### src/design/lottery_process_scheduler_defines.svh
// Assertion helpers used by the scheduler's datapath.
`ifndef LOTTERY_PROCESS_SCHEDULER_DEFINES_SVH
`define LOTTERY_PROCESS_SCHEDULER_DEFINES_SVH

// Property that holds at every clock edge outside reset.
`define LPS_ASSERT_ALWAYS(name, prop) \
  name: assert property (@(posedge clk_i) disable iff (!rst_ni) (prop)) \
    else $error("lottery scheduler check failed");

// Consequent checked in the cycle after the antecedent.
`define LPS_ASSERT_NEXT(name, ante, cons) \
  name: assert property (@(posedge clk_i) disable iff (!rst_ni) (ante) |=> (cons)) \
    else $error("lottery scheduler check failed");

`endif

### src/design/lps_pkg.sv
package lps_pkg;

  localparam int unsigned MAX_PROCS_DEF = 16;
  localparam int unsigned ID_BITS_DEF   = 8;

  localparam int unsigned RAND_BITS     = 31;
  localparam int unsigned RUN_BITS      = 16;
  localparam int unsigned PROC_ID_BITS  = 8;
  localparam int unsigned WAIT_CNT_BITS = 5;

  localparam logic KIND_ADMIT = 1'b0;
  localparam logic KIND_TICK  = 1'b1;

  localparam logic [1:0] ADM_OK   = 2'd0;
  localparam logic [1:0] ADM_FULL = 2'd1;
  localparam logic [1:0] ADM_ZERO = 2'd2;

  localparam logic [1:0] PRIO_LOW    = 2'd0;
  localparam logic [1:0] PRIO_NORMAL = 2'd1;

  localparam logic [1:0] TK_LOW    = 2'd1;
  localparam logic [1:0] TK_NORMAL = 2'd2;
  localparam logic [1:0] TK_HIGH   = 2'd3;

  typedef struct packed {
    logic                    req_type;
    logic [PROC_ID_BITS-1:0] proc_id;
    logic [RUN_BITS-1:0]     run_length;
    logic [1:0]              prio_level;
    logic [RAND_BITS-1:0]    random_value;
  } lps_in_t;

  typedef struct packed {
    logic                     result_kind;
    logic [1:0]               admit_status;
    logic                     running_valid;
    logic [PROC_ID_BITS-1:0]  running_id;
    logic                     finished;
    logic [WAIT_CNT_BITS-1:0] waiting_count;
  } lps_out_t;

  typedef struct packed {
    logic load;
    logic div_step;
    logic rd_walk;
    logic chk;
    logic rd_shift;
    logic wr_shift;
    logic cnt_dec;
    logic out_load;
  } lps_cmd_t;

  typedef struct packed {
    logic tick_go;
    logic div_last;
    logic hit;
    logic exhausted;
    logic shift_more;
    logic shift_cont;
    logic out_free;
  } lps_sts_t;

  // Unused priority code saturates to high.
  function automatic logic [1:0] tickets_for(input logic [1:0] prio);
    logic [1:0] tk;
    unique case (prio)
      PRIO_LOW:    tk = TK_LOW;
      PRIO_NORMAL: tk = TK_NORMAL;
      default:     tk = TK_HIGH;
    endcase
    return tk;
  endfunction

endpackage

### src/design/lps_ctrl.sv
module lps_ctrl import lps_pkg::*; (
  input  logic     clk_i,
  input  logic     rst_ni,
  input  logic     in_valid_i,
  output logic     in_ready_o,
  input  lps_sts_t sts_i,
  output lps_cmd_t cmd_o
);

  localparam logic [2:0] S_IDLE = 3'd0;
  localparam logic [2:0] S_DIV  = 3'd1;
  localparam logic [2:0] S_RD   = 3'd2;
  localparam logic [2:0] S_CHK  = 3'd3;
  localparam logic [2:0] S_SHRD = 3'd4;
  localparam logic [2:0] S_SHWR = 3'd5;
  localparam logic [2:0] S_DONE = 3'd6;

  logic [2:0] state_q, state_d;

  assign in_ready_o = (state_q == S_IDLE);

  always_comb begin
    state_d = state_q;
    cmd_o   = '0;
    unique case (state_q)
      S_IDLE: begin
        if (in_valid_i) begin
          cmd_o.load = 1'b1;
          state_d    = sts_i.tick_go ? S_DIV : S_DONE;
        end
      end
      S_DIV: begin
        cmd_o.div_step = 1'b1;
        if (sts_i.div_last) begin
          state_d = S_RD;
        end
      end
      S_RD: begin
        cmd_o.rd_walk = 1'b1;
        state_d       = S_CHK;
      end
      S_CHK: begin
        cmd_o.chk = 1'b1;
        if (!sts_i.hit) begin
          state_d = S_RD;
        end else if (!sts_i.exhausted) begin
          state_d = S_DONE;
        end else if (sts_i.shift_more) begin
          state_d = S_SHRD;
        end else begin
          cmd_o.cnt_dec = 1'b1;
          state_d       = S_DONE;
        end
      end
      S_SHRD: begin
        cmd_o.rd_shift = 1'b1;
        state_d        = S_SHWR;
      end
      S_SHWR: begin
        cmd_o.wr_shift = 1'b1;
        if (sts_i.shift_cont) begin
          state_d = S_SHRD;
        end else begin
          cmd_o.cnt_dec = 1'b1;
          state_d       = S_DONE;
        end
      end
      S_DONE: begin
        // hold the result until the output register frees up
        if (sts_i.out_free) begin
          cmd_o.out_load = 1'b1;
          state_d        = S_IDLE;
        end
      end
      default: begin
        state_d = S_IDLE;
      end
    endcase
  end

  always_ff @(posedge clk_i or negedge rst_ni) begin
    if (!rst_ni) begin
      state_q <= S_IDLE;
    end else begin
      state_q <= state_d;
    end
  end

endmodule

### src/design/lps_dpath.sv
`include "lottery_process_scheduler_defines.svh"

module lps_dpath import lps_pkg::*; #(
  parameter int unsigned MAX_PROCS = MAX_PROCS_DEF,
  parameter int unsigned ID_BITS   = ID_BITS_DEF
) (
  input  logic     clk_i,
  input  logic     rst_ni,
  input  lps_in_t  in_i,
  input  lps_cmd_t cmd_i,
  output lps_sts_t sts_o,
  input  logic     out_ready_i,
  output logic     out_valid_o,
  output lps_out_t out_o
);

  localparam int unsigned IW  = $clog2(MAX_PROCS);
  localparam int unsigned CW  = $clog2(MAX_PROCS + 1);
  localparam int unsigned TW  = $clog2(3 * MAX_PROCS + 1);
  localparam int unsigned EW  = ID_BITS + RUN_BITS + 2;
  localparam int unsigned BCW = $clog2(RAND_BITS);

  // entry table: {id, remaining, tickets}
  logic [EW-1:0] mem_q [MAX_PROCS];
  logic [EW-1:0] rd_q;
  logic          we;
  logic [IW-1:0] waddr, raddr;
  logic [EW-1:0] wdata;

  logic [CW-1:0]        count_q, count_d;
  logic [TW-1:0]        total_q, total_d;
  logic [IW-1:0]        idx_q;
  logic [TW-1:0]        upper_q;
  logic [TW-1:0]        rem_q;
  logic [RAND_BITS-1:0] dvd_q;
  logic [BCW-1:0]       bit_cnt_q;

  logic                    res_kind_q;
  logic [1:0]              res_status_q;
  logic                    res_run_q;
  logic [PROC_ID_BITS-1:0] res_id_q;
  logic                    res_done_q;
  lps_out_t                out_q;
  logic                    out_valid_q, out_valid_d;

  logic [ID_BITS-1:0]  rd_id;
  logic [RUN_BITS-1:0] rd_rem, rem_dec;
  logic [1:0]          rd_tk, tk_in;
  logic [TW-1:0]       upper_nx;
  logic [TW:0]         rem_sh, rem_nx;
  logic                full, zero_len, admit_ok, hit, exhausted;
  logic [1:0]          adm_status;
  logic [CW-1:0]       idx_p1;
  logic [CW:0]         idx_p2;

  logic [ID_BITS+PROC_ID_BITS-1:0] id_in_ext, id_out_ext;
  logic [ID_BITS-1:0]              id_in;
  logic [CW+WAIT_CNT_BITS-1:0]     wc_ext;

  assign rd_id  = rd_q[EW-1 -: ID_BITS];
  assign rd_rem = rd_q[RUN_BITS+1:2];
  assign rd_tk  = rd_q[1:0];

  // keep the low id bits that the table stores
  assign id_in_ext  = {{ID_BITS{1'b0}}, in_i.proc_id};
  assign id_in      = id_in_ext[ID_BITS-1:0];
  assign id_out_ext = {{PROC_ID_BITS{1'b0}}, rd_id};
  assign tk_in      = tickets_for(in_i.prio_level);

  assign full       = (count_q == CW'(MAX_PROCS));
  assign zero_len   = (in_i.run_length == '0);
  assign admit_ok   = cmd_i.load && (in_i.req_type == KIND_ADMIT) && !full && !zero_len;
  assign adm_status = full ? ADM_FULL : (zero_len ? ADM_ZERO : ADM_OK);

  // restoring remainder step, one dividend bit per cycle
  assign rem_sh = {rem_q, dvd_q[RAND_BITS-1]};
  assign rem_nx = (rem_sh >= {1'b0, total_q}) ? rem_sh - {1'b0, total_q} : rem_sh;

  assign upper_nx  = upper_q + TW'(rd_tk);
  assign hit       = (rem_q < upper_nx);
  assign rem_dec   = rd_rem - RUN_BITS'(1);
  assign exhausted = (rem_dec == '0);
  assign idx_p1    = CW'(idx_q) + CW'(1);
  assign idx_p2    = (CW+1)'(idx_q) + (CW+1)'(2);

  assign sts_o.tick_go    = (in_i.req_type == KIND_TICK) && (total_q != '0);
  assign sts_o.div_last   = (bit_cnt_q == '0);
  assign sts_o.hit        = hit;
  assign sts_o.exhausted  = exhausted;
  assign sts_o.shift_more = (idx_p1 < count_q);
  assign sts_o.shift_cont = (idx_p2 < (CW+1)'(count_q));
  assign sts_o.out_free   = !out_valid_q || out_ready_i;

  assign raddr = cmd_i.rd_shift ? idx_q + IW'(1) : idx_q;

  always_comb begin
    we    = 1'b0;
    waddr = idx_q;
    wdata = rd_q;
    if (admit_ok) begin
      we    = 1'b1;
      waddr = count_q[IW-1:0];
      wdata = {id_in, in_i.run_length, tk_in};
    end else if (cmd_i.chk && hit && !exhausted) begin
      we    = 1'b1;
      wdata = {rd_id, rem_dec, rd_tk};
    end else if (cmd_i.wr_shift) begin
      // move the next entry down one slot
      we = 1'b1;
    end
  end

  always_ff @(posedge clk_i) begin
    if (we) begin
      mem_q[waddr] <= wdata;
    end
    if (cmd_i.rd_walk || cmd_i.rd_shift) begin
      rd_q <= mem_q[raddr];
    end
  end

  always_comb begin
    count_d = count_q;
    total_d = total_q;
    if (admit_ok) begin
      count_d = count_q + CW'(1);
      total_d = total_q + TW'(tk_in);
    end
    if (cmd_i.chk && hit && exhausted) begin
      total_d = total_q - TW'(rd_tk);
    end
    if (cmd_i.cnt_dec) begin
      count_d = count_q - CW'(1);
    end
  end

  always_comb begin
    out_valid_d = out_valid_q;
    if (out_ready_i) begin
      out_valid_d = 1'b0;
    end
    if (cmd_i.out_load) begin
      out_valid_d = 1'b1;
    end
  end

  always_ff @(posedge clk_i or negedge rst_ni) begin
    if (!rst_ni) begin
      count_q     <= '0;
      total_q     <= '0;
      out_valid_q <= 1'b0;
    end else begin
      count_q     <= count_d;
      total_q     <= total_d;
      out_valid_q <= out_valid_d;
    end
  end

  always_ff @(posedge clk_i) begin
    if (cmd_i.load) begin
      idx_q        <= '0;
      upper_q      <= '0;
      rem_q        <= '0;
      dvd_q        <= in_i.random_value;
      bit_cnt_q    <= BCW'(RAND_BITS - 1);
      res_kind_q   <= in_i.req_type;
      res_status_q <= (in_i.req_type == KIND_ADMIT) ? adm_status : ADM_OK;
      res_run_q    <= 1'b0;
      res_id_q     <= '0;
      res_done_q   <= 1'b0;
    end
    if (cmd_i.div_step) begin
      rem_q     <= rem_nx[TW-1:0];
      dvd_q     <= {dvd_q[RAND_BITS-2:0], 1'b0};
      bit_cnt_q <= bit_cnt_q - BCW'(1);
    end
    if (cmd_i.chk) begin
      if (hit) begin
        res_run_q  <= 1'b1;
        res_id_q   <= id_out_ext[PROC_ID_BITS-1:0];
        res_done_q <= exhausted;
      end else begin
        idx_q   <= idx_q + IW'(1);
        upper_q <= upper_nx;
      end
    end
    if (cmd_i.wr_shift) begin
      idx_q <= idx_q + IW'(1);
    end
  end

  assign wc_ext = {{WAIT_CNT_BITS{1'b0}}, count_q};

  always_ff @(posedge clk_i) begin
    if (cmd_i.out_load) begin
      out_q.result_kind   <= res_kind_q;
      out_q.admit_status  <= res_status_q;
      out_q.running_valid <= res_run_q;
      out_q.running_id    <= res_id_q;
      out_q.finished      <= res_done_q;
      out_q.waiting_count <= wc_ext[WAIT_CNT_BITS-1:0];
    end
  end

  assign out_valid_o = out_valid_q;
  assign out_o       = out_q;

  `LPS_ASSERT_ALWAYS(a_count_max, count_q <= CW'(MAX_PROCS))
  `LPS_ASSERT_ALWAYS(a_total_empty, (total_q == '0) == (count_q == '0))
  `LPS_ASSERT_ALWAYS(a_draw_range, !cmd_i.chk || (rem_q < total_q))
  `LPS_ASSERT_NEXT(a_admit_grow, admit_ok, count_q == $past(count_q) + CW'(1))

endmodule

### src/design/lottery_process_scheduler.sv
// Channel   Direction  Handshake                  Payload
// in        input      in_valid_i / in_ready_o    in_i  (lps_in_t)
// out       output     out_valid_o / out_ready_i  out_o (lps_out_t)
//
// An admit writes the table in the cycle it is accepted, then posts its result.
// A tick runs a one-bit-per-cycle remainder unit, then a table walk up to the
// winner's table position and, when the winner finishes, a compaction of the
// entries behind it through the single read port of the entry memory.
// A tick with no processes skips the draw. Reset empties the table at once.
// A stalled output holds the finished result while the next item is taken.
module lottery_process_scheduler import lps_pkg::*; #(
  parameter int unsigned MAX_PROCS = MAX_PROCS_DEF,
  parameter int unsigned ID_BITS   = ID_BITS_DEF
) (
  input  logic     clk_i,
  input  logic     rst_ni,
  input  logic     in_valid_i,
  output logic     in_ready_o,
  input  lps_in_t  in_i,
  output logic     out_valid_o,
  input  logic     out_ready_i,
  output lps_out_t out_o
);

  lps_cmd_t cmd;
  lps_sts_t sts;

  lps_ctrl u_ctrl (
    .clk_i      (clk_i),
    .rst_ni     (rst_ni),
    .in_valid_i (in_valid_i),
    .in_ready_o (in_ready_o),
    .sts_i      (sts),
    .cmd_o      (cmd)
  );

  lps_dpath #(
    .MAX_PROCS (MAX_PROCS),
    .ID_BITS   (ID_BITS)
  ) u_dpath (
    .clk_i       (clk_i),
    .rst_ni      (rst_ni),
    .in_i        (in_i),
    .cmd_i       (cmd),
    .sts_o       (sts),
    .out_ready_i (out_ready_i),
    .out_valid_o (out_valid_o),
    .out_o       (out_o)
  );

endmodule
### config.mk
export PLATFORM = sky130hd
export DESIGN_NAME = lottery_process_scheduler
export DESIGN_NICKNAME = d
export VERILOG_FILES = /design/src/design/lps_pkg.sv /design/src/design/lps_ctrl.sv /design/src/design/lps_dpath.sv /design/src/design/lottery_process_scheduler.sv
export VERILOG_INCLUDE_DIRS = /design/src /design/src/design
export SDC_FILE = /design/constraint.sdc
export NUM_CORES = 1
export LEC_CHECK = 0
export BUFFER_PORTS_ARGS = -buffer_cell sky130_fd_sc_hd__buf_4
export CELL_PAD_IN_SITES_DETAIL_PLACEMENT = 0
export CELL_PAD_IN_SITES_GLOBAL_PLACEMENT = 2
export CORE_MARGIN = 4
export CORE_UTILIZATION = 43
export CTS_CLUSTER_SIZE = 8
export DETAILED_ROUTE_END_ITERATION = 16
export GPL_TIMING_DRIVEN = 0
export MAX_ROUTING_LAYER = met4
export PLACE_DENSITY_LB_ADDON = 0.3
export SYNTH_ARGS = -nofsm -noshare
export SYNTH_HDL_FRONTEND = slang
export SYNTH_SLANG_ARGS = --single-unit
### constraint.sdc
create_clock -name clk_i -period 4.9 [get_ports clk_i]
set_input_delay 1.47 -clock clk_i [delete_from_list [all_inputs] [get_ports clk_i]]
set_output_delay 1.47 -clock clk_i [all_outputs]
set_load 0.005 [all_outputs]
Yosys cells after proc, flatten, opt, wreduce, memory -nomap -nowiden
Memory sizes are Yosys's and may differ from the RTL's. A register that Yosys moved wholly into a read port is not among the register bits.
Cells that the tools add are included.
Widths: inputs -> output; s select.
{ "totals": {"reg_bits": 98, "ramBits": 416, "input_bits": 62, "output_inout_bits": 20, "word_cells": 139, "n_memories": 1} }
{ "mem_list": {"columns": ["memory", "words", "word_bits", "read_ports", "rd_clocked_by_memory_dff", "wr", "line", "source"], "rows": [
  ["u_dpath.mem_q", 16, 26, 1, 1, 1, "lps_dpath.sv:24", "logic [EW-1:0] mem_q [MAX_PROCS];"]
]} }
{ "classes": {"add_sub_neg": 11, "order_cmp": 4, "eq_ne": 11, "n_mux": 64, "n_bitwise": 1, "n_reduce_logical": 25} }
{ "op_table": {"columns": ["op", "count"], "rows": [
  ["$mux 31", 2],
  ["$mux 6", 8],
  ["$logic_not 16->1", 2],
  ["$mux 1", 27],
  ["$mux 26", 1],
  ["$mux 4", 6],
  ["$mux 8", 3],
  ["$pmux 3 s7", 1],
  ["$mux 5", 4],
  ["$mux 18", 1],
  ["$sub 16x1->16 const B", 1],
  ["$mux 3", 5],
  ["$add 6x2->6", 2],
  ["$sub 5x1->5 const B", 2],
  ["$eq 3x3->1 const B", 3],
  ["$mux 2", 4],
  ["$reduce_bool 2->1", 4],
  ["$ge 7x6->1", 1],
  ["$logic_and 1x1->1", 7],
  ["$eq 3x2->1 const B", 2],
  ["$lt 6x5->1", 1],
  ["$lt 6x6->1", 1],
  ["$ne 2x2->1 const B", 3],
  ["$reduce_bool 6->1", 1],
  ["other kinds (20)", 24]
]} }

Depth between registers and ports, before layout
Gate-level depths: netlist (run 1).
{ "depth": {"depth_word": 8, "depth_mapped": 19, "depth_no_buf": 19} }

Hierarchy
A second synthesis (run 1) with hierarchy kept.
{ "unflattened": {"hier_cells": 1254, "area_unflattened_um2": 22501.6} }
{ "by_module_without_submodules": {"columns": ["mod", "n_inst", "cells_each", "area_per_inst_um2", "seq_area_each_um2"], "rows": [
  ["lps_dpath", 1, 1213, 22155.0, 15855.2],
  ["lps_ctrl", 1, 41, 346.6, 75.1]
]} }

Worst setup path before layout (run 1)
Ideal clock, no wire load.
{ "synth_path": {"path_type": "flip-flop to flip-flop", "start": "register u_dpath.rd_q[0], read port of u_dpath.mem_q", "end": "memory u_dpath.mem_q[10][0] (netlist bit) (enable)", "setup_ps": 418, "arrival_time_ps": 4196, "required_ps": 4482, "setup_slack_ps": 286, "path_stages_with_launch": 14, "n_path_buf": 1, "path_cell_list": "edfxtp_1 -> ha_1 -> inv_1 -> fa_1 -> nand3b_1 -> xor2_1 -> ha_1 -> a2111oi_0 -> o21ai_0 -> a21o_1 -> a21oi_1 -> buf_2 -> o211ai_1 -> a21oi_1"} }
{ "synth_between": {"elab_chain_len": 8} }
{ "synth_rtl": {"columns": ["element", "line", "source"], "rows": [
  ["start, declared", "lps_dpath.sv:25", "logic [EW-1:0] rd_q;"],
  ["$add 6x2->6", "lps_dpath.sv:79", "assign upper_nx = upper_q + TW'(rd_tk);"],
  ["$lt 6x6->1", "lps_dpath.sv:80", "assign hit = (rem_q < upper_nx);"],
  ["$logic_and 1x1->1 (2 in series)", "lps_dpath.sv:104", "end else if (cmd_i.chk && hit && !exhausted) begin"],
  ["$mux 1", "lps_dpath.sv:104", null],
  ["$mux 1", "lps_dpath.sv:100", "if (admit_ok) begin"],
  ["$mux 1", "lps_dpath.sv:114", "if (we) begin"],
  ["$mux 1 (implied by the code)", "lps_dpath.sv:115", "mem_q[waddr] <= wdata;"],
  ["end, declared", "lps_dpath.sv:24", null]
]} }
Every way passes these cells.

Worst setup path in the final report (run 1)
{ "layout_path": {"start": "register u_dpath.rd_q[0], read port of u_dpath.mem_q", "end": "memory u_dpath.mem_q[8][20] (netlist bit) (enable)"} }
Same word-level chain as after synthesis.

==> results of run 1 <==
what timing repair did:
action,4_1_cts,5_1_grt
hold buffers,0,0
endpoints found under the setup margin,467,449
resized for setup,11,18
hold endpoints to repair,0,0
pin swaps,5,4
buffers inserted,7,5
area by class of cell:
type / instances / area share
flip-flops and latches: 540 / 0.592
multi-input cells: 609 / 0.238
clock buffers: 102 / 0.0754
repair buffers: 114 / 0.0440
well taps: 680 / 0.0316
plain buffers: 56 / 0.00860
clock inverters: 7 / 0.00553
inverters: 38 / 0.00530
worst paths after layout:
kind	start	to	slack, ps	depth (start not counted)
worst max register to register	u_dpath.rd_q[0]	u_dpath.mem_q[8][20]	220	14
min in group asynchronous	rst_ni	u_dpath.total_q[5]	710	1
worst max-delay path	u_dpath.rd_q[0]	u_dpath.mem_q[8][20]	220	14
worst min-delay path	u_dpath.res_id_q[5]	u_dpath.out_o[11]	420	0
worst min register to register	u_dpath.res_id_q[5]	u_dpath.out_o[11]	420	0
max in group asynchronous	rst_ni	u_ctrl.state_q[1]	3970	1
registers in the layout, indices dropped and copies added (netlist names):
register and cells:
u_dpath.count_q 5, u_dpath.mem_q 416, u_dpath.total_q 6, u_dpath.res_id_q 8
u_dpath.idx_q 4, u_dpath.res_kind_q 1, u_dpath.res_status_q 2, u_dpath.res_run_q 1
u_dpath.out_valid_o 1, u_dpath.out_o 18, u_dpath.rd_q 26, u_dpath.rem_q 6
u_dpath.res_done_q 1, u_ctrl.state_q 3, u_dpath.bit_cnt_q 5, u_dpath.upper_q 6
u_dpath.dvd_q 31
per-stage QoR:
| stage | power (mW) | area (um2) | TNS [ps] | worst slack [ps] |
|---|---|---|---|---|
| 2_1_floorplan | 5.12 | 22400 | 0 | 286 |
| 3_3_place_gp | 5.18 | 23900 | -1190980 | -2890 |
| 3_5_place_dp | 5.18 | 24500 | -318010 | -695 |
| 4_1_cts | 9.99 | 26800 | 0 | 0.450 |
| 5_1_grt | 10.2 | 26900 | -17.0 | -11.0 |
| 6_report | 9.88 | 26900 | 0 | 216 |
power by group:
| group | total (mW) | internal [mW] | switching, mW | leakage [nW] |
|---|---|---|---|---|
| Combinational | 0.111 | 0.0583 | 0.0524 | 2.73 |
| Clock | 4.79 | 2.89 | 1.90 | 1.05 |
| Sequential | 4.99 | 4.98 | 0.00576 | 3.56 |
routing by layer:
layer / wire length, um / share of wire
met5: 0 / 0
met4: 1490 / 0.027
met3: 3330 / 0.060
met2: 27100 / 0.49
met1: 23400 / 0.42
logic make-up after synthesis:
family | share of synthesized area
AO/OA/AOI/OAI | 0.0502
XOR/XNOR | 0.0109
AND/OR/NAND/NOR | 0.0517
flip-flops | 0.711
adder cells (fa/ha/maj) | 0.0231
buffers and inverters | 0.0165
multiplexers | 0.136
placed cells by master, fill, tap and decap left out, drive strengths merged, types with 10 or more instances in the layout:
cell type	instances
mux4	130
a21oi	35
a31oi	15
dfrtp	15
o21ai	26
or3	10
dfxtp	21
xnor2	19
ha	35
edfxtp	504
nor2	45
a22o	30
nor3	17
nand3	28
nand2	87
mux2i	11
inv	39
buf	132
clkbuf	140
==> impl_metrics.env, run 1 <==
export IMPL_critPathMaxFanout=19
export IMPL_drt_iter0_markers=1081
export IMPL_syn_area_um2=22400
export IMPL_status="finished clean"
export IMPL_wl_per_cell_um=25.8
export IMPL_fin_crit_sh=0.956
export IMPL_hold_ws_ps=424
export IMPL_path_delay_family="compound AO/OA/AOI/OAI gates"
export IMPL_clk_pin_slew_ps=50
export IMPL_synth_async_reset_ratio=0.0278
export IMPL_regArea_um2=15900
export IMPL_syn_mean_instance_area_um2=18.0
export IMPL_portBuffers=81
export IMPL_multi_input_area_um2=6400
export IMPL_fillCellCount=4192
export IMPL_ys_flop_type="edfxtp_1"
export IMPL_dp_cells=2024
export IMPL_fin_crit_ps=4680
export IMPL_worst_pin_slew_ps=1320
export IMPL_post_route_util=0.524
export IMPL_yosys_top_cells_area="edfxtp_1, mux4_2, ha_1, dfxtp_1, dfrtp_1"
export IMPL_grtUsageTotal=0.205
export IMPL_netlist_area_leader_share=0.676
export IMPL_cp_common_cell="ha_1"
export IMPL_max_cap_violations=0
export IMPL_yosysMostFrequentCell="edfxtp_1"
export IMPL_ys_ff_latch=540
export IMPL_synth_cell_types=65
export IMPL_via_count=12300
export IMPL_area_growth_pct=20.2
export IMPL_fin_nets=1537
export IMPL_htreeDepth=3
export IMPL_synthTopCellsByCount="edfxtp_1, mux4_2, nand2_1"
export IMPL_dr_pass1_iters=5
export IMPL_skew_ps=29.4
export IMPL_cp_num_buf_inv=3
export IMPL_crit_path_end_kind="flop"
export IMPL_met1_usage=0.273
export IMPL_critPathRequiredTime_ps=5190
export IMPL_dieArea_um2=55800
export IMPL_cts_buffers=77
export IMPL_io_pins=82
export IMPL_num_rows=83
export IMPL_antenna_found_initial=0
export IMPL_grt_pass1_wl_mm=82.5
export IMPL_grt_max_degree=36
export IMPL_diodes=0
export IMPL_drive_above_1_share=0.271
export IMPL_clockBufferDepth=3
export IMPL_cts_sinks=540
export IMPL_first_global_vias=12700
export IMPL_yosys_area_top_type="edfxtp_1"
export IMPL_vias_per_cell=5.73
export IMPL_drt_total_wl_mm=55.3
export IMPL_setup_worst_path_class="flop to flop"
export IMPL_die_w_um=236
export IMPL_globalplace_congestion=0.832
export IMPL_peakVddDrop_uv=298
export IMPL_start_util=0.436
export IMPL_crit_chain="ha_1 > inv_1 > fa_1 > nand3b_1 > xor2_1 > ha_1 > o21ai_0 > nand2b_1 > a21o_4 > a21oi_1 > buf_2 > o211ai_1 > a21oi_4 > buf_12"
export IMPL_critical_path_max_stage_delay_ps=600
export IMPL_slew_headroom=0.117
export IMPL_antenna_left=0
export IMPL_startpoint_type="flop"
export IMPL_insertion_delay_ps=620
export IMPL_top_usage_layer="met2"
export IMPL_use_met2=0.324
export IMPL_fin_cells=2146
export IMPL_syn_inst=1243
export IMPL_fp_dieH_um=236
export IMPL_dp_final_hpwl_mm=36.2
export IMPL_drv_slew=0
export IMPL_p_per_area_nw_per_um2=367
export IMPL_synth_edff_count=504
export IMPL_timing_fmax_mhz=213
export IMPL_arrival_ps=4970
export IMPL_synth_warnings=0
export IMPL_root_buffer="clkbuf_16"
export IMPL_cts_tree="built"
export IMPL_core_um2=51400
export IMPL_leakagePower_nw=7.33
export IMPL_hold_violations=0
export IMPL_hold_class="flop to flop"
export IMPL_overflow=0
export IMPL_setup_viol=0
export IMPL_drc=0
export IMPL_syn_nets=1344
export IMPL_yosysSeqAreaShare=0.711
export IMPL_crit_slowest_cell="a21oi_4"
export IMPL_met3_usage=0.0358
No activity file was read; power rests on OpenSTA's default activity.
==> run 2, diff against run 1 <==
HOLD_SLACK_MARGIN = 0.03   (was default)
clock period = 3.8 ns   (was 4.9 ns; I/O delays follow)
==> impl_metrics.env, run 2 (synthesis gave the netlist of run 1 again) <==
export IMPL_arrival_ps=4680
export IMPL_largestRegisters="u_dpath.mem_q x416, u_dpath.dvd_q x31, u_dpath.rd_q x26"
export IMPL_dp_cells=2021
export IMPL_fin_crit_sh=1.09
export IMPL_start_util=0.436
export IMPL_critPathRequiredTime_ps=4340
export IMPL_grt_setup_unrepaired="true"
export IMPL_cts_sinks=540
export IMPL_cts_buffers=77
export IMPL_peakVddDrop_uv=375
export IMPL_drt_total_wl_mm=62.7
export IMPL_fin_crit_ps=4140
export IMPL_dp_final_hpwl_mm=36.5
export IMPL_leakagePower_nw=8.16
export IMPL_hold_class="input pin to asynchronous set/reset pin"
export IMPL_fin_tns_setup_ps=-28550
export IMPL_fin_cells=2253
export IMPL_antenna_found_initial=0
export IMPL_die_w_um=236
export IMPL_setup_worst_path_class="flop to flop"
export IMPL_antenna_left=0
export IMPL_globalplace_congestion=0.822
export IMPL_core_um2=51400
export IMPL_layout_commonest_cell="edfxtp_1"
export IMPL_crit_path_end_kind="flop"
export IMPL_clk_pin_slew_ps=60
export IMPL_finalPower_mw=12.7
export IMPL_area_growth_pct=28.7
export IMPL_dieArea_um2=55800
export IMPL_drt_iter0_markers=1375
export IMPL_fillCellCount=3981
export IMPL_critPathMaxFanout=3
export IMPL_skew_ps=25.7
export IMPL_post_route_util=0.561
export IMPL_num_rows=83
export IMPL_max_cap_violations=0
export IMPL_vias_per_cell=5.85
export IMPL_crit_slowest_cell="fa_2"
export IMPL_wl_per_cell_um=27.8
export IMPL_top_register="u_dpath.mem_q"
export IMPL_via_count=13200
export IMPL_grt_pass1_wl_mm=86.0
export IMPL_io_pins=82
export IMPL_crit_chain="ha_2 > inv_2 > fa_2 > nand3b_1 > xor2_2 > ha_4 > buf_4 > o21ai_2 > nand2b_1 > a21o_4 > nor3_4 > buf_12 > mux2i_4 > ha_1 > nor2b_1 > o21ai_1 > a21boi_1 > o21a_1 > o41ai_2 > xnor2_1"
export IMPL_grtUsageTotal=0.214
export IMPL_critical_path_max_stage_delay_ps=400
export IMPL_hold_violations=0
export IMPL_dr_pass1_iters=5
export IMPL_fp_dieH_um=236
export IMPL_drive_above_1_share=0.360
export IMPL_diodes=0
export IMPL_slew_headroom=0.124
export IMPL_overflow=0
export IMPL_final_cell_mix="edfxtp_1, mux4_2, buf_4, clkbuf_16, nand2_1"
export IMPL_setup_slack_ps=-338
export IMPL_first_global_vias=13100
export IMPL_setup_viol=444
export IMPL_timing_fmax_mhz=242
export IMPL_htreeDepth=3
export IMPL_fin_nets=1640
export IMPL_worst_pin_slew_ps=1300
export IMPL_p_per_area_nw_per_um2=442
export IMPL_largest_register_ffs=416
export IMPL_grt_max_degree=37
export IMPL_drv_slew=0
export IMPL_violations="setup timing"
export IMPL_insertion_delay_ps=620
export IMPL_clockBufferDepth=3
export IMPL_portBuffers=81
export IMPL_cts_tree="built"
export IMPL_root_buffer="clkbuf_16"
export IMPL_status="complete, but fails checks"
export IMPL_startpoint_type="flop"
export IMPL_drc=0
run 2: repair_timing:
action	in CTS	in global routing
endpoints found under the setup margin	847	736
hold endpoints to repair	0	0
pin swaps	33	49
gates cloned	3	23
gates resized for setup	67	130
setup buffers	53	44
hold buffers	0	0
run 2: path summary, 6_finish.rpt:
check	cells after the start	startpoint	end	slack, ps
hold / removal	1	rst_ni	u_dpath.total_q[5]	380
setup / recovery	20	u_dpath.rd_q[0]	u_dpath.total_q[5]	-340
min in group clk_i	0	u_dpath.res_status_q[0]	u_dpath.out_o[15]	420
hold reg to reg	0	u_dpath.res_status_q[0]	u_dpath.out_o[15]	420
setup reg to reg	20	u_dpath.rd_q[0]	u_dpath.total_q[5]	-340
max in group asynchronous	1	rst_ni	u_dpath.count_q[1]	3210
run 2: metrics by stage:
stage	hold WS [ps]	setup slack, ps	area, um2
final	384	-338	28800
after global routing	397	-506	28800
after CTS	371	-405	27500
after detailed placement	407	-1890	24500
after global placement	407	-2440	24000
after floorplan	400	-186	22500
run 2: layout make-up:
class | count | area, um2 | area share
Timing Repair Buffer | 213 | 2630 | 0.0911
Sequential cell | 540 | 15900 | 0.553
Buffer | 56 | 274 | 0.00951
Tap cell | 680 | 851 | 0.0295
Clock buffer | 105 | 2030 | 0.0705
Clock inverter | 8 | 103 | 0.00356
Inverter | 38 | 143 | 0.00495
Multi-Input combinational cell | 613 | 6860 | 0.238
run 2: worst max-delay path, delay by kind of cell, from the launching register on:
family,cells,cell delay [ps]
buffers and inverters,3,320
muxes,1,260
DFF,1,370
adders and majority gates,4,1030
xor gates and xnor gates,2,380
AOI/OAI and AO/OA,6,1100
and+or+nand+nor,4,630
run 2: metal layers:
metal	up-vias	global-route usage	share of wire	routed length (um)
met5	-	-	0	0
met4	0	0.0584	0.031	1940
met3	103	0.0403	0.077	4850
met2	566	0.343	0.49	30700
met1	6852	0.284	0.40	25200
li1	5658	-	-	-
run 2: power by group:
group | switching [mW] | internal (mW)
Clock | 2.46 | 3.70
Combinational | 0.0703 | 0.0788
Sequential | 0.00762 | 6.42
==> run 3, diff against run 2 <==
CORE_UTILIZATION = 47   (was 43)
SETUP_SLACK_MARGIN = 0.15   (was default)
clock period = 3.95 ns   (was 3.8 ns; I/O delays follow)
==> impl_metrics.env, run 3 (synthesis gave the netlist of run 1 again) <==
export IMPL_status="complete, but fails checks"
export IMPL_violations="setup timing"
export IMPL_fin_tns_setup_ps=-703
export IMPL_p_sw_mw=2.37
export IMPL_placed_area_um2=24400
export IMPL_slew_headroom=0.0745
export IMPL_drv_slew=0
export IMPL_grt_setup_unrepaired="true"
export IMPL_globalplace_congestion=0.856
export IMPL_cts_buffers=77
export IMPL_first_global_vias=13200
export IMPL_io_pins=82
export IMPL_cts_tree="built"
export IMPL_intPower_mw=9.98
export IMPL_htreeDepth=3
export IMPL_clock_power_share=0.488
export IMPL_antenna_left=0
export IMPL_diodes=0
export IMPL_largestRegisters="u_dpath.mem_q x416, u_dpath.dvd_q x31, u_dpath.rd_q x26"
export IMPL_drt_total_wl_mm=61.9
export IMPL_top_register="u_dpath.mem_q"
export IMPL_wl_per_cell_um=28.5
export IMPL_start_util=0.478
export IMPL_max_cap_violations=0
export IMPL_grt_max_degree=36
export IMPL_p_per_area_nw_per_um2=431
export IMPL_critPathRequiredTime_ps=4430
export IMPL_setup_worst_path_class="flop to flop"
export IMPL_drive_above_1_share=0.351
export IMPL_die_w_um=226
export IMPL_hold_class="flop to flop"
export IMPL_cts_sinks=540
export IMPL_grt_pass1_wl_mm=85.4
export IMPL_critPathMaxFanout=4
export IMPL_dieArea_um2=51200
export IMPL_drc=0
export IMPL_p_sw_frac=0.192
export IMPL_overflow=0
export IMPL_largest_register_ffs=416
export IMPL_clk_pin_slew_ps=50
export IMPL_area_growth_pct=28.0
export IMPL_setup_viol=15
export IMPL_seqPwrFrac=0.501
export IMPL_leakagePower_nw=8.12
export IMPL_insertion_delay_ps=610
export IMPL_vias_per_cell=6.02
export IMPL_dr_pass1_iters=5
export IMPL_skew_ps=31.3
export IMPL_arrival_ps=4680
export IMPL_core_um2=46900
export IMPL_preCtsSetupSlack_ps=-1460
export IMPL_hold_violations=0
export IMPL_layout_commonest_cell="edfxtp_1"
export IMPL_antenna_found_initial=0
export IMPL_num_rows=79
export IMPL_portBuffers=81
export IMPL_fin_crit_ps=4210
export IMPL_fin_crit_sh=1.07
export IMPL_via_count=13100
export IMPL_timing_fmax_mhz=238
export IMPL_dp_final_hpwl_mm=35.6
export IMPL_final_cell_area_um2=28700
export IMPL_grtUsageTotal=0.237
export IMPL_crit_path_end_kind="flop"
export IMPL_fp_dieH_um=226
export IMPL_setup_slack_ps=-258
export IMPL_clockBufferDepth=3
export IMPL_finalPower_mw=12.4
export IMPL_startpoint_type="flop"
export IMPL_final_cell_mix="edfxtp_1, mux4_2, buf_4, clkbuf_16, nand2_1"
export IMPL_hold_ws_ps=414
export IMPL_combPwrFrac=0.012
export IMPL_fin_nets=1634
export IMPL_root_buffer="clkbuf_16"
export IMPL_peakVddDrop_uv=584
export IMPL_worst_pin_slew_ps=1380
export IMPL_drt_iter0_markers=1494
run 3: changes by cell type in the layout (fill, tap and decap cells not counted), sizes merged:
cell	previous run	this run
clkinv	4	1
clkbuf	159	161
inv	42	40
buf	214	211
run 3: power groups by stage:
| stage | Clock [mW] | Combinational, mW | Sequential [mW] |
|---|---|---|---|
| after floorplan | 0 | 0.0604 | 6.29 |
| after global placement | 0 | 0.131 | 6.29 |
| after detailed placement | 0 | 0.132 | 6.29 |
| after CTS | 6.13 | 0.137 | 6.18 |
| after global routing | 6.38 | 0.160 | 6.18 |
| final | 6.03 | 0.144 | 6.18 |
run 3: timing repair:
| action | 4_1_cts | 5_1_grt |
|---|---|---|
| hold buffers | 0 | 0 |
| endpoints found under the setup margin | 799 | 703 |
| buffers inserted | 66 | 24 |
| gates resized for setup | 70 | 72 |
| pin swaps | 39 | 49 |
| gates cloned | 6 | 17 |
run 3: path summary, 6_finish.rpt:
check	start	cells after the start	slack [ps]	end
min in group asynchronous	rst_ni	1	440	u_dpath.total_q[5]
max in group asynchronous	rst_ni	1	3300	u_ctrl.state_q[1]
hold / removal	u_dpath.res_status_q[0]	0	410	u_dpath.out_o[15]
hold reg to reg	u_dpath.res_status_q[0]	0	410	u_dpath.out_o[15]
setup / recovery	u_dpath.rd_q[0]	19	-260	u_dpath.total_q[5]
setup reg to reg	u_dpath.rd_q[0]	19	-260	u_dpath.total_q[5]
run 3: area by class of cell:
cell class / instances / area (um2)
multi-input cells: 613 / 6820
well taps: 607 / 759
fillers: 3366 / 18200
inverters: 38 / 143
plain buffers: 56 / 268
flip-flops and latches: 540 / 15900
clock buffers: 110 / 2160
repair buffers: 207 / 2550
clock inverters: 3 / 37.5
run 3: worst max-delay path: stages (launching register included):
cell and delay, ps:
edfxtp_1 400, ha_2 220, inv_2 40, fa_2 370, nand3b_1 190, xor2_1 200
ha_2 310, o21ai_2 100, nand2b_1 140, a21o_4 270, nor3_4 160, buf_12 160
mux2i_4 300, ha_4 240, nor2b_4 120, o21ai_2 160, a21boi_1 80, o21a_1 200
o41ai_2 320, xnor2_1 110
run 3: stage by stage:
step | cells | util
5_1_grt | 2174 | 0.612
3_5_place_dp | 1948 | 0.520
3_3_place_gp | 1931 | 0.509
2_1_floorplan | 1243 | -
4_1_cts | 2133 | 0.592
6_report | 2174 | 0.612
run 3: routing by layer:
layer  global-route usage  wire [um]  up-vias
li1                     -          -     5633
met1                0.307      24400     6768
met2                0.391      30700      532
met3               0.0445       4400      154
met4               0.0662       2440        0
met5                    -          0        -
